`src/hdl/ngr_pkg.sv`:
```
// shared constants, types and sequencer states of the nearest grid resampler
package ngr_pkg;

  // grid geometry
  localparam int MAX_SIDE = 64;
  localparam int SIDE_W   = $clog2(MAX_SIDE);
  localparam int ADDR_W   = 2 * SIDE_W;
  localparam int DEPTH    = MAX_SIDE * MAX_SIDE;

  // word and register widths
  localparam int DATA_W = 32;
  localparam int CFG_W  = 7;
  localparam int APB_W  = 32;
  localparam int PADDR_W = 3;

  // register indexes (paddr bit 2 selects the register)
  localparam logic REG_SOURCE_SIDE = 1'b0;
  localparam logic REG_TARGET_SIDE = 1'b1;

  // operation codes of the input channel
  typedef enum logic {
    OP_WRITE = 1'b0,
    OP_READ  = 1'b1
  } ngr_op_t;

  // reset value of both side registers
  localparam logic [CFG_W-1:0] SIDE_RESET = CFG_W'(MAX_SIDE);

  // divider: numerator (2t+1)*S, denominator 2T, two quotient bits a cycle
  localparam int NUM_W   = 2 * CFG_W;
  localparam int DEN_W   = CFG_W + 1;
  localparam int DIV_CYC = NUM_W / 2;
  localparam int CNT_W   = $clog2(DIV_CYC);

  // divider request and response
  typedef struct packed {
    logic             go;
    logic [NUM_W-1:0] numer;
    logic [DEN_W-1:0] denom;
  } div_req_t;

  typedef struct packed {
    logic             done;
    logic [NUM_W-1:0] quot;
  } div_rsp_t;

  // sequencer states
  typedef enum logic [2:0] {
    ST_IDLE,
    ST_LOAD,
    ST_DIV_ROW,
    ST_DIV_COL,
    ST_READ
  } ngr_state_t;

endpackage

```
`src/hdl/ngr_div.sv`:
```
// shared restoring divider, two quotient bits per cycle
module ngr_div import ngr_pkg::*; (
  input  logic     clk,
  input  logic     rst_n,
  input  div_req_t req,
  output div_rsp_t rsp
);

  logic             run_r;
  logic             done_r;
  logic [CNT_W-1:0] cnt_r;
  logic [NUM_W-1:0] num_r;
  logic [NUM_W-1:0] quo_r;
  logic [DEN_W-1:0] den_r;
  logic [DEN_W-1:0] rem_r;

  logic [DEN_W:0]   r1;
  logic [DEN_W:0]   r1_sub;
  logic             ge1;
  logic [DEN_W:0]   r2;
  logic [DEN_W:0]   r2_sub;
  logic             ge2;
  logic [DEN_W-1:0] rem_nxt;

  // two dependent subtract-and-compare steps
  always_comb begin
    r1      = {rem_r, num_r[NUM_W-1]};
    ge1     = (r1 >= {1'b0, den_r});
    r1_sub  = ge1 ? (r1 - {1'b0, den_r}) : r1;
    r2      = {r1_sub[DEN_W-1:0], num_r[NUM_W-2]};
    ge2     = (r2 >= {1'b0, den_r});
    r2_sub  = ge2 ? (r2 - {1'b0, den_r}) : r2;
    rem_nxt = r2_sub[DEN_W-1:0];
  end

  // control
  always_ff @(posedge clk) begin
    if (!rst_n) begin
      run_r  <= 1'b0;
      done_r <= 1'b0;
      cnt_r  <= '0;
    end else if (req.go) begin
      run_r  <= 1'b1;
      done_r <= 1'b0;
      cnt_r  <= CNT_W'(DIV_CYC - 1);
    end else if (run_r) begin
      if (cnt_r == '0) begin
        run_r  <= 1'b0;
        done_r <= 1'b1;
      end else begin
        cnt_r <= cnt_r - 1'b1;
      end
    end else begin
      done_r <= 1'b0;
    end
  end

  // datapath
  always_ff @(posedge clk) begin
    if (req.go) begin
      num_r <= req.numer;
      den_r <= req.denom;
      rem_r <= '0;
      quo_r <= '0;
    end else if (run_r) begin
      num_r <= {num_r[NUM_W-3:0], 2'b00};
      rem_r <= rem_nxt;
      quo_r <= {quo_r[NUM_W-3:0], ge1, ge2};
    end
  end

  assign rsp.done = done_r;
  assign rsp.quot = quo_r;

endmodule

```
`config.mk`:
```
export PLATFORM = sky130hd
export DESIGN_NAME = ngr_div
export DESIGN_NICKNAME = d
export VERILOG_FILES = /design/src/hdl/ngr_pkg.sv /design/src/hdl/ngr_div.sv
export SDC_FILE = /design/constraint.sdc
export NUM_CORES = 1
export LEC_CHECK = 0
export BUFFER_PORTS_ARGS = -buffer_cell sky130_fd_sc_hd__buf_4
export CAP_MARGIN = 20
export CORE_UTILIZATION = 59
export CTS_BUF_LIST = sky130_fd_sc_hd__clkbuf_4 sky130_fd_sc_hd__clkbuf_8
export CTS_CLUSTER_SIZE = 8
export DETAILED_ROUTE_END_ITERATION = 16
export PLACE_DENSITY = 0.8
export SYNTH_ARGS = -nofsm -noshare
export SYNTH_HDL_FRONTEND = slang
export SYNTH_SLANG_ARGS = --single-unit
```
`constraint.sdc`:
```
create_clock -name clk -period 5.4 [get_ports clk]
set_input_delay 1.08 -clock clk [delete_from_list [all_inputs] [get_ports clk]]
set_output_delay 1.08 -clock clk [all_outputs]
set_load 0.02 [all_outputs]
```
==> reports/results.env <==
CTS.REPAIR_TIMING.SETUP_BUFFER_COUNT=0
TIMING.FINAL.MAX_SLEW_VIOLATIONS=0
CELL_AT_THE_ROOT_OF_THE_CLOCK_TREE='clkbuf_8'
FINAL_CELLS=363
NUMBER_OF_GLOBAL_ROUTE_VIAS_BEFORE_REPAIR=2202
POWER_FRAC_SEQ=0.378
LAYER_CARRYING_THE_MOST_GLOBAL_ROUTE_USAGE='met2'
DETAIL_ROUTE.FIRST_PASS.ITERATIONS=11
SYNTH-ASYNC-RESET-RATIO=0
PLACE.PORT_BUFFERS=39
INITIAL_CORE_UTIL=0.629
TIMING.CLOCK.SKEW_NS=0.00679
MULTI_INPUT_LOGIC_AREA_MM2=0.00151
DP_HPWL_MM=4.32
POWER.IR.VDD_WORST_mV=0.224
FLOORPLAN.DIE_AREA_MM2=0.00505
CLOCK_POWER_SHARE=0.194
ANTENNA_VIOLATIONS_BEFORE_REPAIR=0
GRT_UTIL_ALL_LAYERS=0.253
SYNTH_TOP_AREA_FRAC=0.235
GLOBALPLACE.CONGESTION=0.897
SYNTH_EDF_COUNT=22
REGAREA_MM2=0.00120
CTS_RESIZED=0
SYNTH.LARGEST_AREA_CELL='edfxtp_1'
SYNTH_SEQ_AREA_SHARE=0.427
SETUP_REPAIR_AFTER_GLOBAL_ROUTING_MISSED_ITS_MARGIN='no'
SYNTH.LIB_CELLS_USED.DISTINCT=51
GRT.MET2_USAGE=0.424
FINAL_PERIOD_MINUS_WORST_SETUP_SLACK_NS=4.30
CTS-BUFFERS-INSERTED=5
OVERFLOW=0
POST_CTS_HOLD_BUFFER_COUNT=0
GROUTE.LAYER.MET1.USAGE=0.320
SETUP.WORST_PATH.CLASS='reg2reg'
SYNTH_FP_NETS=317
TIMING.FINAL.CRIT_SHARE=0.796
GRT_PASS1_WL_MM=9.91
STATUS='finished, violations left'
MAX-CAP-VIOLATIONS=0
FLOORPLAN.DIE.WIDTH_UM=71.1
ROWS=24
SETUP-TNS-FINAL_NS=0
PRIMARY_FLIP_FLOP_CELL_CHOSEN_BY_SYNTHESIS_MAPPING='dfxtp_1'
FMAXACHIEVABLE_MHz=233
CP_MAX_FO=8
CRITICAL_PATH_REQUIRED_NS=5.63
P_SW_FRAC=0.375
HOLD_CLASS='reg2reg'
WHS_PATH_DEPTH=2
CORE_AREA_MM2=0.00447
P_PER_AREA_mW_PER_MM2=362
MOSTFREQUENTLAYOUTCELL='buf_4'
CLKSINKCOUNT=49
SETUP_SLACK_ON_THE_WORST_FLOP_TO_FLOP_PATH_NS=1.10
SYNTH_WARNINGS=0
CTS_CLK_PIN_SLEW_WORST_PATHS_NS=0.10
DRT-INITIAL-DRC-COUNT=152
USE_MET3=0.0484
CRITICAL_PATH.STARTPOINT_TYPE='register'
LAYOUT_SETUP_WS_NS=1.10
FINAL_NETS=355
NETLIST_INSTANCES=272
FINAL_HOLD_VIOL_COUNT=0
WORST_RELATIVE_SLEW_SLACK=0.557
DP_CELLS=355
WIRE_LENGTH_AFTER_DETAILED_ROUTING_MM=5.85
BOUNDARYPINS=40
CTSHTREEMAXLEVEL=2
POST_ROUTE_CELLS_DRIVE_ABOVE_1_SHARE=0.225
LAYOUT_COMMON_CELLS='40 x buf_4, 28 x nor2_1, 27 x dfxtp_1, 22 x edfxtp_1'
DIE_H_UM=71.1
P_COMB_FRAC=0.428
WORST-R2R-CELL-COUNT=16
GRT_MAX_DEGREE=51
NUM_VIAS=2192
AREA.GROWTH.SYNTH_TO_FINAL_PCT=14.9
CRIT-REG2REG-LAUNCH='num_r[13]'
AVG_INST_SIZE_SYNTH_UM2=10.3
VIOLATED_CHECKS='DRC'
FINALSETUPVIOLCOUNT=0
NUM_ANTENNA_CELLS=0
NFILLCELLS=341
DRC_ERRORS=1
TIMING_WORST_SLEW_PIN_VALUE_NS=0.648
TRITONCTS_CLOCK_TREE='yes'
FINAL_ANTENNA_NET_COUNT=0
YS_TOP_CELLS_BY_AREA='edfxtp_1 23%, dfxtp_1 19%, ha_1 8.0%'
NETLIST_AREA_MM2=0.00281
P_SW_mW=0.438
HOLDPATHEND='done_r'
HOLD_PATH_STARTPOINT='done_r'
AVGROUTEDWIREPERCELL_UM=16.1
CP_DATA_ARRIVAL_TIME_NS=4.52
CLK_LATENCY_NS=0.31
POWER.INTERNAL_mW=0.732
CRIT-REG2REG-CAPTURE='rem_r[6]'
CTS_BUFFER_DEPTH=2
WORST_SLACK_AT_PLACEMENT_NS=1.14
NUMBER_OF_VIAS_PER_CELL=6.04
CRITPATHCAPTURETYPE='register'
YOSYS_REGISTER_BITS=49
POWER.LEAKAGE_nW=1.35
[stage by stage]
stage               hold slack, ns  power, mW   util  instance area, µm²
floorplan                    0.469      0.818      -                2810
global placement             0.479      0.925  0.702                3140
detailed placement           0.491      0.939  0.702                3140
CTS                          0.504       1.16  0.722                3230
global route                 0.528       1.24  0.722                3230
finish                       0.501       1.17  0.722                3230
[routing by layer]
layer / routed length, µm / vias to the layer above
li1: - / 1087
met1: 2710 / 1025
met2: 2740 / 69
met3: 287 / 11
met4: 110 / 0
met5: 0 / -
[cell families (layout without fill, tap and decap cells)]
kind of cell	Yosys count	after routing	share of synthesized area
simple gates	73	73	0.133
buf+inv	27	66	0.0373
fa+ha+maj	20	20	0.0943
flops	49	49	0.427
mux	29	29	0.111
compound gates	66	66	0.172
xor+xnor	8	8	0.0249
[area by class of cell]
class                           instances  share of cell area
Inverter                               18              0.0209
Sequential cell                        49               0.372
Multi-Input combinational cell        196               0.467
Clock buffer                            6              0.0236
Timing Repair Buffer                   40              0.0929
Clock inverter                          2             0.00426
Tap cell                               52              0.0201
[state kept, by name (all words and copies together) (netlist names)]
register and flops:
cnt_r 3, den_r 8, done_r 1, num_r 14, quo_r 14, rem_r 8
run_r 1
[critical path: stages (launching register included)]
cell and delay, ns:
edfxtp_1 0.37, inv_1 0.11, ha_1 0.21, inv_1 0.06, fa_1 0.41, a21o_1 0.20, a311o_1 0.35, a21oi_1 0.19
xnor2_1 0.10, mux2_2 0.28, ha_1 0.31, nand4_1 0.15, nor2_1 0.08, a2111oi_0 0.57, mux2i_2 0.29, a211o_1 0.30
a311oi_2 0.23
[synthesized netlist by cell type (2+ instances only)]
| cell type | n |
|---|---|
| o2111ai_1 | 4 |
| buf_1 | 2 |
| nor3_1 | 3 |
| ha_1 | 18 |
| a21o_1 | 2 |
| o211ai_1 | 3 |
| or3_1 | 4 |
| a2111oi_0 | 2 |
| nand4_1 | 3 |
| nand3_1 | 3 |
| nor2_1 | 28 |
| mux2i_1 | 13 |
| a311o_1 | 3 |
| a211o_1 | 2 |
| o21ai_0 | 16 |
| inv_1 | 18 |
| a211oi_1 | 2 |
| nor2b_1 | 6 |
| dfxtp_1 | 27 |
| nand2b_1 | 2 |
| xor2_1 | 2 |
| a21oi_1 | 9 |
| mux2_2 | 15 |
| and2_1 | 3 |
| fa_1 | 2 |
| clkbuf_1 | 6 |
| xnor2_1 | 6 |
| a311oi_1 | 4 |
| nand2_1 | 9 |
| nor3b_1 | 4 |
| o21a_1 | 8 |
| or2_2 | 2 |
| o311ai_0 | 2 |
| edfxtp_1 | 22 |
[how the worst max path moves through the flow]
stage,startpoint,to,cells after the start
3_3_place_gp,num_r[13],rem_r[2],16
3_5_place_dp,num_r[13],rem_r[4],16
5_1_grt,num_r[13],rem_r[4],16
6_report,num_r[13],rem_r[6],16
2_1_floorplan,num_r[13],rem_r[1],16
4_1_cts,num_r[13],rem_r[4],16
[power by group through the flow]
stage,logic [mW],clock network [mW],registers (mW)
2_1_floorplan,0.370,0,0.448
3_3_place_gp,0.475,0,0.450
3_5_place_dp,0.487,0,0.451
4_1_cts,0.492,0.230,0.442
5_1_grt,0.548,0.242,0.446
6_report,0.501,0.226,0.443
Note: power is estimated with default switching activity, not from simulation.
