File: config.mk
export PLATFORM = sky130hd
export DESIGN_NAME = ngr_seq
export DESIGN_NICKNAME = d
export VERILOG_FILES = /design/src/hdl/ngr_pkg.sv /design/src/hdl/ngr_seq.sv
export SDC_FILE = /design/constraint.sdc
export NUM_CORES = 1
export LEC_CHECK = 0
export BUFFER_PORTS_ARGS = -buffer_cell sky130_fd_sc_hd__buf_2
export CORE_UTILIZATION = 50
export DETAILED_ROUTE_END_ITERATION = 12
export MAX_ROUTING_LAYER = met4
export PLACE_DENSITY = 0.8
export SETUP_SLACK_MARGIN = 0.5
export SLEW_MARGIN = 20
export SYNTH_ARGS = -nofsm -noshare
export SYNTH_HDL_FRONTEND = slang
export SYNTH_SLANG_ARGS = --single-unit
File: constraint.sdc
create_clock -name clk -period 4.1 [get_ports clk]
set_clock_uncertainty 0.15 [all_clocks]
set_input_delay 0 -clock clk [delete_from_list [all_inputs] [get_ports clk]]
set_output_delay 0 -clock clk [all_outputs]
set_load 0.02 [all_outputs]
File: src/hdl/ngr_pkg.sv
// shared constants, types and sequencer states of the nearest grid resampler
package ngr_pkg;

  // grid geometry
  localparam int MAX_SIDE = 64;
  localparam int SIDE_W   = $clog2(MAX_SIDE);
  localparam int ADDR_W   = 2 * SIDE_W;
  localparam int DEPTH    = MAX_SIDE * MAX_SIDE;

  // word and register widths
  localparam int DATA_W = 32;
  localparam int CFG_W  = 7;
  localparam int APB_W  = 32;
  localparam int PADDR_W = 3;

  // register indexes (paddr bit 2 selects the register)
  localparam logic REG_SOURCE_SIDE = 1'b0;
  localparam logic REG_TARGET_SIDE = 1'b1;

  // operation codes of the input channel
  typedef enum logic {
    OP_WRITE = 1'b0,
    OP_READ  = 1'b1
  } ngr_op_t;

  // reset value of both side registers
  localparam logic [CFG_W-1:0] SIDE_RESET = CFG_W'(MAX_SIDE);

  // divider: numerator (2t+1)*S, denominator 2T, two quotient bits a cycle
  localparam int NUM_W   = 2 * CFG_W;
  localparam int DEN_W   = CFG_W + 1;
  localparam int DIV_CYC = NUM_W / 2;
  localparam int CNT_W   = $clog2(DIV_CYC);

  // divider request and response
  typedef struct packed {
    logic             go;
    logic [NUM_W-1:0] numer;
    logic [DEN_W-1:0] denom;
  } div_req_t;

  typedef struct packed {
    logic             done;
    logic [NUM_W-1:0] quot;
  } div_rsp_t;

  // sequencer states
  typedef enum logic [2:0] {
    ST_IDLE,
    ST_LOAD,
    ST_DIV_ROW,
    ST_DIV_COL,
    ST_READ
  } ngr_state_t;

endpackage

File: src/hdl/ngr_seq.sv
// read sequencer: two index divisions through the shared divider, then a grid read
module ngr_seq import ngr_pkg::*; (
  input  logic              clk,
  input  logic              rst_n,
  input  logic              rd_go,
  input  logic [SIDE_W-1:0] row,
  input  logic [SIDE_W-1:0] col,
  input  logic [CFG_W-1:0]  s_eff,
  input  logic [CFG_W-1:0]  t_side,
  output div_req_t          div_req,
  input  div_rsp_t          div_rsp,
  output logic              rd_en,
  output logic [ADDR_W-1:0] rd_addr,
  input  logic [DATA_W-1:0] rd_data,
  output logic              busy,
  output logic              res_valid,
  output logic [DATA_W-1:0] res_value,
  output logic              res_oor
);

  ngr_state_t        state_r, state_nxt;
  logic [SIDE_W-1:0] row_r, col_r;
  logic [SIDE_W-1:0] sr_r, sr_nxt;
  logic              valid_r, valid_nxt;
  logic [DATA_W-1:0] value_r, value_nxt;
  logic              oor_r, oor_nxt;

  logic              oor_in;
  logic [SIDE_W-1:0] quot_idx;
  logic [NUM_W-1:0]  prod_row;
  logic [NUM_W-1:0]  prod_col;

  // range check of the incoming target cell
  assign oor_in = ({1'b0, row} >= t_side) || ({1'b0, col} >= t_side);

  // numerators (2t+1)*S
  assign prod_row = NUM_W'({row_r, 1'b1}) * NUM_W'(s_eff);
  assign prod_col = NUM_W'({col_r, 1'b1}) * NUM_W'(s_eff);

  // clamp the quotient to the last source index
  always_comb begin
    if (div_rsp.quot >= NUM_W'(s_eff)) begin
      quot_idx = SIDE_W'(s_eff - 1'b1);
    end else begin
      quot_idx = div_rsp.quot[SIDE_W-1:0];
    end
  end

  // state register and result register
  always_ff @(posedge clk) begin
    if (!rst_n) begin
      state_r <= ST_IDLE;
      valid_r <= 1'b0;
    end else begin
      state_r <= state_nxt;
      valid_r <= valid_nxt;
    end
  end

  always_ff @(posedge clk) begin
    if (rd_go && state_r == ST_IDLE) begin
      row_r <= row;
      col_r <= col;
    end
    sr_r    <= sr_nxt;
    value_r <= value_nxt;
    oor_r   <= oor_nxt;
  end

  // next state and outputs
  always_comb begin
    state_nxt     = state_r;
    sr_nxt        = sr_r;
    valid_nxt     = 1'b0;
    value_nxt     = value_r;
    oor_nxt       = oor_r;
    div_req.go    = 1'b0;
    div_req.numer = prod_row;
    div_req.denom = {t_side, 1'b0};
    rd_en         = 1'b0;
    rd_addr       = {sr_r, quot_idx};
    unique case (state_r)
      ST_IDLE: begin
        if (rd_go) begin
          if (oor_in || s_eff == '0) begin
            valid_nxt = 1'b1;
            value_nxt = '0;
            oor_nxt   = oor_in;
          end else begin
            state_nxt = ST_LOAD;
          end
        end
      end
      ST_LOAD: begin
        div_req.go = 1'b1;
        state_nxt  = ST_DIV_ROW;
      end
      ST_DIV_ROW: begin
        if (div_rsp.done) begin
          sr_nxt        = quot_idx;
          div_req.go    = 1'b1;
          div_req.numer = prod_col;
          state_nxt     = ST_DIV_COL;
        end
      end
      ST_DIV_COL: begin
        if (div_rsp.done) begin
          rd_en     = 1'b1;
          state_nxt = ST_READ;
        end
      end
      ST_READ: begin
        valid_nxt = 1'b1;
        value_nxt = rd_data;
        oor_nxt   = 1'b0;
        state_nxt = ST_IDLE;
      end
      default: begin
        state_nxt = ST_IDLE;
      end
    endcase
  end

  assign busy      = (state_r != ST_IDLE);
  assign res_valid = valid_r;
  assign res_value = value_r;
  assign res_oor   = oor_r;

endmodule

==> flow_summary.toml, run 1 <==
[finish]
nFillCells = 768
drive_above_1_share = 0.353
final_cell_mix = "136 x buf_2, 74 x ha_1, 68 x buf_4"
diodes = 0
multiInputGateArea_sq_um = 4220
fin_area_sq_um = 8250
areaGrowthSynthToFinish_pct = 40.3
regArea_sq_um = 1610
fin_cells = 964
final_common_cell = "buf_2"
final_nets = 1029

[synth]
yosys.area_share.simple = 0.169
muxShareOfSynthArea = 0.0200
synth-warning-count = 0
synth_xor_area_frac = 0.0343
seq_area_frac_synth = 0.274
synth.net_count = 784
synth-adder-area-share = 0.344
synth_top_family_by_area = "adder cells"
synthCells = 575
synth.distinct_cells = 50
synth_compound_area_frac = 0.0921
synth.avg_cell_area_sq_um = 10.2
netlist_area_sq_um = 5880
yosys_most_used_dff = "edfxtp_1"
synth-edff-count = 51
async_flop_share = 0
ys_ff_latch = 55

[clock_network]
cts.sinks = 55
path_clk_slew_ns = 0.08
clockRootBuffer = "clkbuf_16"
htreeDepth = 2
tritoncts = "yes"
numCtsBuffers = 5
clk_path_buf_depth = 2
clk_latency_ns = 0.30

[timing]
setup_viol = 9
rsz0062_at_grt = "true"
max-slew-margin-rel = 0.260
period_minus_slack_ns = 4.83
worst_slew_pin_slew_ns = 1.11
slew_violations = 0
max_freq_mhz = 207
hold_viol = 0
fin_crit_sh = 1.18
fin_ws_ns = -0.727
setup_tns_ns = -4.43

[floorplanning]
start_util = 0.515
die_w_um = 110
rows = 39
die-area_sq_um = 12200
coreArea_sq_um = 11400
ios = 147
die_h_um = 110

[route]
drtIter0Drc = 401
drt_first_pass_iters = 4
wl_per_cell_um = 17.6
drc = 0
wirelength_um = 17000
ant_nets = 0
vias_per_cell = 5.44
vias = 5245

[setup_path]
arrival_ns = 4.68
critical-path-slowest-cell = "fa_1"
cp_top_family = "adder cells"
crit_end = "div_req[21]"
crit_top_cell = "fa_1"
worstSetupPathType = "flop to primary output"
rr_startpoint = "state_r[0]"
critPathMaxFanout = 4
crit_chain = "and2_4 > fa_1 > inv_1 > fa_1 > inv_2 > fa_1 > inv_1 > fa_1 > inv_2 > ha_4 > a21oi_4 > o211ai_1 > a31o_2 > o41ai_4 > xnor2_2 > mux2i_2 > buf_4"
reg2regPathDepth = 3
cp-start-kind = "flop"
cp_num_cells = 17
startpoint = "col_r[0]"
critPathMaxStageDelay_ns = 0.55
end_kind = "primary output"
regToRegEndpoint = "res_value[25]"
cp_num_buf_inv = 5
reg2reg_slack_ns = 1.78
cp_data_required_time_ns = 3.95

[grt]
grt_overflow_total = 0
grt_pass1_vias = 5686
grt_start_max_net_pins = 39
grt.total_usage = 0.283
antenna_found_initial = 0
grt_pass1_wl_um = 27200

[place]
place_area_sq_um = 7180
port_buffers = 145
dp.cells = 891
place.gp.congestion = 0.850
place_hpwl_um = 11500

[min_path]
hold_depth = 2
holdCritPathClass = "input pin to primary output"

[flow_run]
cap_viol_max_count = 0

[power]
power.density_nw_per_um2 = 493
vdd_drop_max_mv = 0.588
power.leakage_uw = 0.00415

[status]
status = "finished, violations left"
violations = "negative setup slack"
==> how the worst min path moves through the flow <==
stage | start | endpoint | slack (ns)
6_report | t_side[3] | div_req[4] | 0.08
5_1_grt | t_side[4] | div_req[5] | 0.09
4_1_cts | t_side[1] | div_req[2] | 0.08
3_5_place_dp | col[4] | col_r[4] | 0.05
3_3_place_gp | col[5] | col_r[5] | 0.06
2_1_floorplan | col[0] | col_r[0] | -0.05
==> layout make-up <==
type	count	area share
inverter	65	0.0299
sequential	55	0.195
clock inverter	3	0.00409
tap	143	0.0217
clock buffer	5	0.0152
timing repair buffer	267	0.222
multi-input combinational	426	0.512
==> through the flow <==
step / hold slack, ns / setup slack (ns) / util / total power [uW]
after global routing: 0.0934 / -0.903 / 0.723 / 4360
after CTS: 0.0829 / -0.716 / 0.705 / 3820
after detailed placement: 0.0515 / -0.415 / 0.629 / 3110
final: 0.0825 / -0.727 / 0.723 / 4070
after floorplan: -0.0511 / -0.233 / - / 2310
after global placement: 0.0578 / -0.370 / 0.629 / 3050
==> timing repair <==
item,4_1_cts,5_1_grt
buffers inserted,2,8
hold endpoints to repair,55,0
hold buffers,55,0
pin swaps,13,22
endpoints found under the setup margin,10,10
gates resized for setup,34,23
==> kinds of logic (layout without fill, tap and decap cells) <==
family	count (synthesis)	count (layout)
AND/OR/NAND/NOR	176	176
AO/OA/AOI/OAI	82	82
other	1	1
XOR/XNOR	23	23
buffers and inverters	94	340
adder cells (fa/ha/maj)	133	133
multiplexers	11	11
flip-flops	55	55
==> registers in the layout, indices dropped and copies added (netlist names) <==
signal     cells
res_valid      1
state_r        3
sr_r           6
res_value     32
row_r          6
col_r          6
res_oor        1
==> cell usage after synthesis (all sizes together), types with 2 or more instances <==
cell / instances / area [sq um]
a2111oi: 2 / 17.5
a211o: 2 / 17.5
a211oi: 4 / 35.0
a21o: 9 / 67.6
a21oi: 28 / 148
a221oi: 2 / 23.8
a31oi: 3 / 18.8
and2: 66 / 413
and3: 34 / 213
buf: 10 / 72.6
clkbuf: 19 / 71.3
dfxtp: 4 / 80.1
edfxtp: 51 / 1530
fa: 48 / 961
ha: 85 / 1060
inv: 65 / 244
mux2: 6 / 67.6
mux2i: 5 / 50.1
nand2: 31 / 116
nand2b: 6 / 45.0
nand3: 7 / 35.0
nor2: 14 / 52.6
nor2b: 2 / 12.5
nor3: 6 / 30.0
nor3b: 2 / 15.0
nor4: 3 / 18.8
o211ai: 3 / 22.5
o21a: 3 / 22.5
o21ai: 17 / 85.1
o21bai: 2 / 15.0
xnor2: 14 / 123
xor2: 9 / 78.8
==> power by group <==
group | internal [uW] | leakage [uW] | switching (uW)
Clock | 236 | 0.0000772 | 223
Combinational | 1440 | 0.00354 | 1510
Sequential | 646 | 0.000532 | 15.3
==> layer usage <==
layer  track usage  vias to the layer above  part of all wire  wire [um]
met1         0.334                     2557              0.39       6700
met4        0.0800                        0             0.025        419
li1              -                     2450                 -          -
met5             -                        -                 0          0
met3        0.0428                       33             0.056        952
met2         0.499                      205              0.53       8920
Power figures use the tool's default switching activity.
==> run 2: changes to the inputs <==
Settings changed: ABC_AREA from default to 1, PLACE_DENSITY 0.8 to 0.79.
==> run 2 against run 1 <==
Against the previous run:
- the run still ends with negative setup slack left
- synthesized cell count is 35% higher
- hold slack worse by 0.065 ns
- utilization is 3.7 points lower
- setup slack better by 0.44 ns
- sequential power is 13% higher
- clock-buffer cell count stayed put
- register-to-register slack worse by 0.34 ns
- via count is 11% higher
- global-route usage is 0.53 points higher
- die area is 5.0% higher
- non-clock buffer count is 49 lower
- critical path type unchanged
- critical endpoint is now div_req[19]
- largest power group unchanged
==> flow_summary.toml, run 2 <==
[status]
status = "finished, violations left"
violations = "negative setup slack"

[floorplanning]
rows = 40
die_w_um = 113
die-area_sq_um = 12800
die_h_um = 113
coreArea_sq_um = 12000
ios = 147
start_util = 0.515

[timing]
max-slew-margin-rel = 0.335
setup_viol = 7
setup_tns_ns = -1.43
slew_violations = 0
hold_viol = 0
worst_slew_pin_slew_ns = 0.994
fin_crit_sh = 1.07
rsz0062_at_grt = "true"
fin_ws_ns = -0.285
max_freq_mhz = 228
period_minus_slack_ns = 4.38
hold_ws_ns = 0.0171

[synth]
ys_ff_latch = 55
synth_largest_area_cell = "edfxtp_1"
synth.area.top_cells = "edfxtp_1 25%, ha_1 17%, fa_1 16%"
synth_most_common_cell = "inv_1"
netlist_area_sq_um = 6180
seq_area_frac_synth = 0.261
synth-edff-count = 51
synthCells = 778
yosys_most_used_dff = "edfxtp_1"
synth-warning-count = 0
synth.net_count = 987
synth.distinct_cells = 33
synth.avg_cell_area_sq_um = 7.95
ys_top_cells_by_count = "198 x inv_1, 165 x nand2_1, 85 x ha_1, 61 x nor2_1, 51 x edfxtp_1"
synth_top_cell_area_share = 0.248
async_flop_share = 0

[finish]
final_nets = 1190
utilization = 0.685
final_cell_mix = "183 x inv_1, 153 x nand2_1, 137 x buf_2"
diodes = 0
areaGrowthSynthToFinish_pct = 33.1
drive_above_1_share = 0.261
largest_register_ffs = 32
final_common_cell = "inv_1"

[setup_path]
crit_end = "div_req[19]"
arrival_ns = 4.23
reg2regPathDepth = 10
regToRegEndpoint = "state_r[1]"
cp_data_required_time_ns = 3.95
startpoint = "col_r[1]"
critPathMaxFanout = 4
reg2reg_slack_ns = 1.44
rr_startpoint = "state_r[2]"
end_kind = "primary output"
worstSetupPathType = "flop to primary output"
cp-start-kind = "flop"

[power]
power.density_nw_per_um2 = 699
power.leakage_uw = 0.00466
p_clk_frac = 0.089
p_comb_frac = 0.781
switching_share = 0.500
power_frac_seq = 0.129
power_switching_uw = 2880
vdd_drop_max_mv = 0.522
internal_power_uw = 2880

[route]
drc = 0
vias = 5828
vias_per_cell = 5.16
wl_per_cell_um = 15.4
drtIter0Drc = 415
wirelength_um = 17400
drt_first_pass_iters = 4
ant_nets = 0

[grt]
antenna_found_initial = 0
grt.total_usage = 0.288
grt_overflow_total = 0
grt_pass1_vias = 6104
grt_pass1_wl_um = 28400
grt_start_max_net_pins = 36

[clock_network]
tritoncts = "yes"
cts.sinks = 55
clk_path_buf_depth = 2
path_clk_slew_ns = 0.07
clockRootBuffer = "clkbuf_16"
clk_latency_ns = 0.29
numCtsBuffers = 5
htreeDepth = 2

[flow_run]
cap_viol_max_count = 0

[min_path]
holdCritPathClass = "input pin to flop"

[place]
port_buffers = 145
place_hpwl_um = 11900
place.gp.congestion = 0.923
run 2: layout make-up:
type | instances | area, sq um
repair buffers | 218 | 1450
clock buffers | 5 | 125
inverters | 201 | 754
fillers | 881 | 3780
well taps | 147 | 184
flip-flops and latches | 55 | 1610
multi-input cells | 500 | 4060
clock inverters | 3 | 50.0
run 2: worst max-delay path: stages (launching register included):
cell	delay, ns
edfxtp_1	0.38
nand2_1	0.09
inv_2	0.04
fa_1	0.52
inv_1	0.05
fa_1	0.52
inv_1	0.05
fa_1	0.47
inv_1	0.05
fa_1	0.49
inv_2	0.05
ha_4	0.26
a21oi_4	0.13
a21boi_4	0.24
o21ai_2	0.08
or2_1	0.24
nand3_2	0.08
nand2_2	0.06
buf_6	0.13
run 2: power groups by stage:
stage               sequential (uW)  combinational [uW]  clock [uW]
global route                    751                4890         542
CTS                             738                4200         508
detailed placement              750                3430           0
finish                          744                4500         514
global placement                746                3410           0
floorplan                       818                2440           0
run 2: cell families after synthesis:
logic type / share of synthesized area
xor+xnor: 0.0156
buf+inv: 0.142
compound gates: 0.0646
simple gates: 0.189
flops: 0.261
fa+ha+maj: 0.327
other cells: 0.000607
run 2: metal layers:
layer | global-route usage | wire, um | vias to the layer above
li1 | - | - | 2799
met1 | 0.326 | 6620 | 2761
met2 | 0.515 | 9250 | 215
met3 | 0.0477 | 939 | 53
met4 | 0.100 | 592 | 0
met5 | - | 0 | -
run 2: repair_timing:
item                       CTS  global route
pin swaps                   22            21
hold buffers                50             0
setup endpoints to repair   10            10
resized for setup           61            27
setup buffers                1             0
hold endpoints to repair    50             0
run 2: how the worst min path moves through the flow:
stage / startpoint / to / slack (ns) / cells past startpoint
detailed placement: col[5] / col_r[5] / 0.05 / 1
floorplan: col[0] / col_r[0] / -0.05 / 0
global placement: row[4] / row_r[4] / 0.05 / 1
global route: div_rsp[0] / sr_r[0] / 0.03 / 3
CTS: div_rsp[0] / sr_r[0] / 0.02 / 3
finish: div_rsp[0] / sr_r[0] / 0.02 / 3
run 2: stage by stage:
step                      setup WS, ns  instance area, sq um  power, uW  std cells
after floorplan                  0.178                  6230       3260        778
after global placement          0.0504                  7180       4150       1070
after detailed placement       0.00475                  7180       4180       1070
after CTS                       -0.227                  8120       5450       1129
after global routing            -0.481                  8230       6190       1129
final                           -0.285                  8230       5760       1129
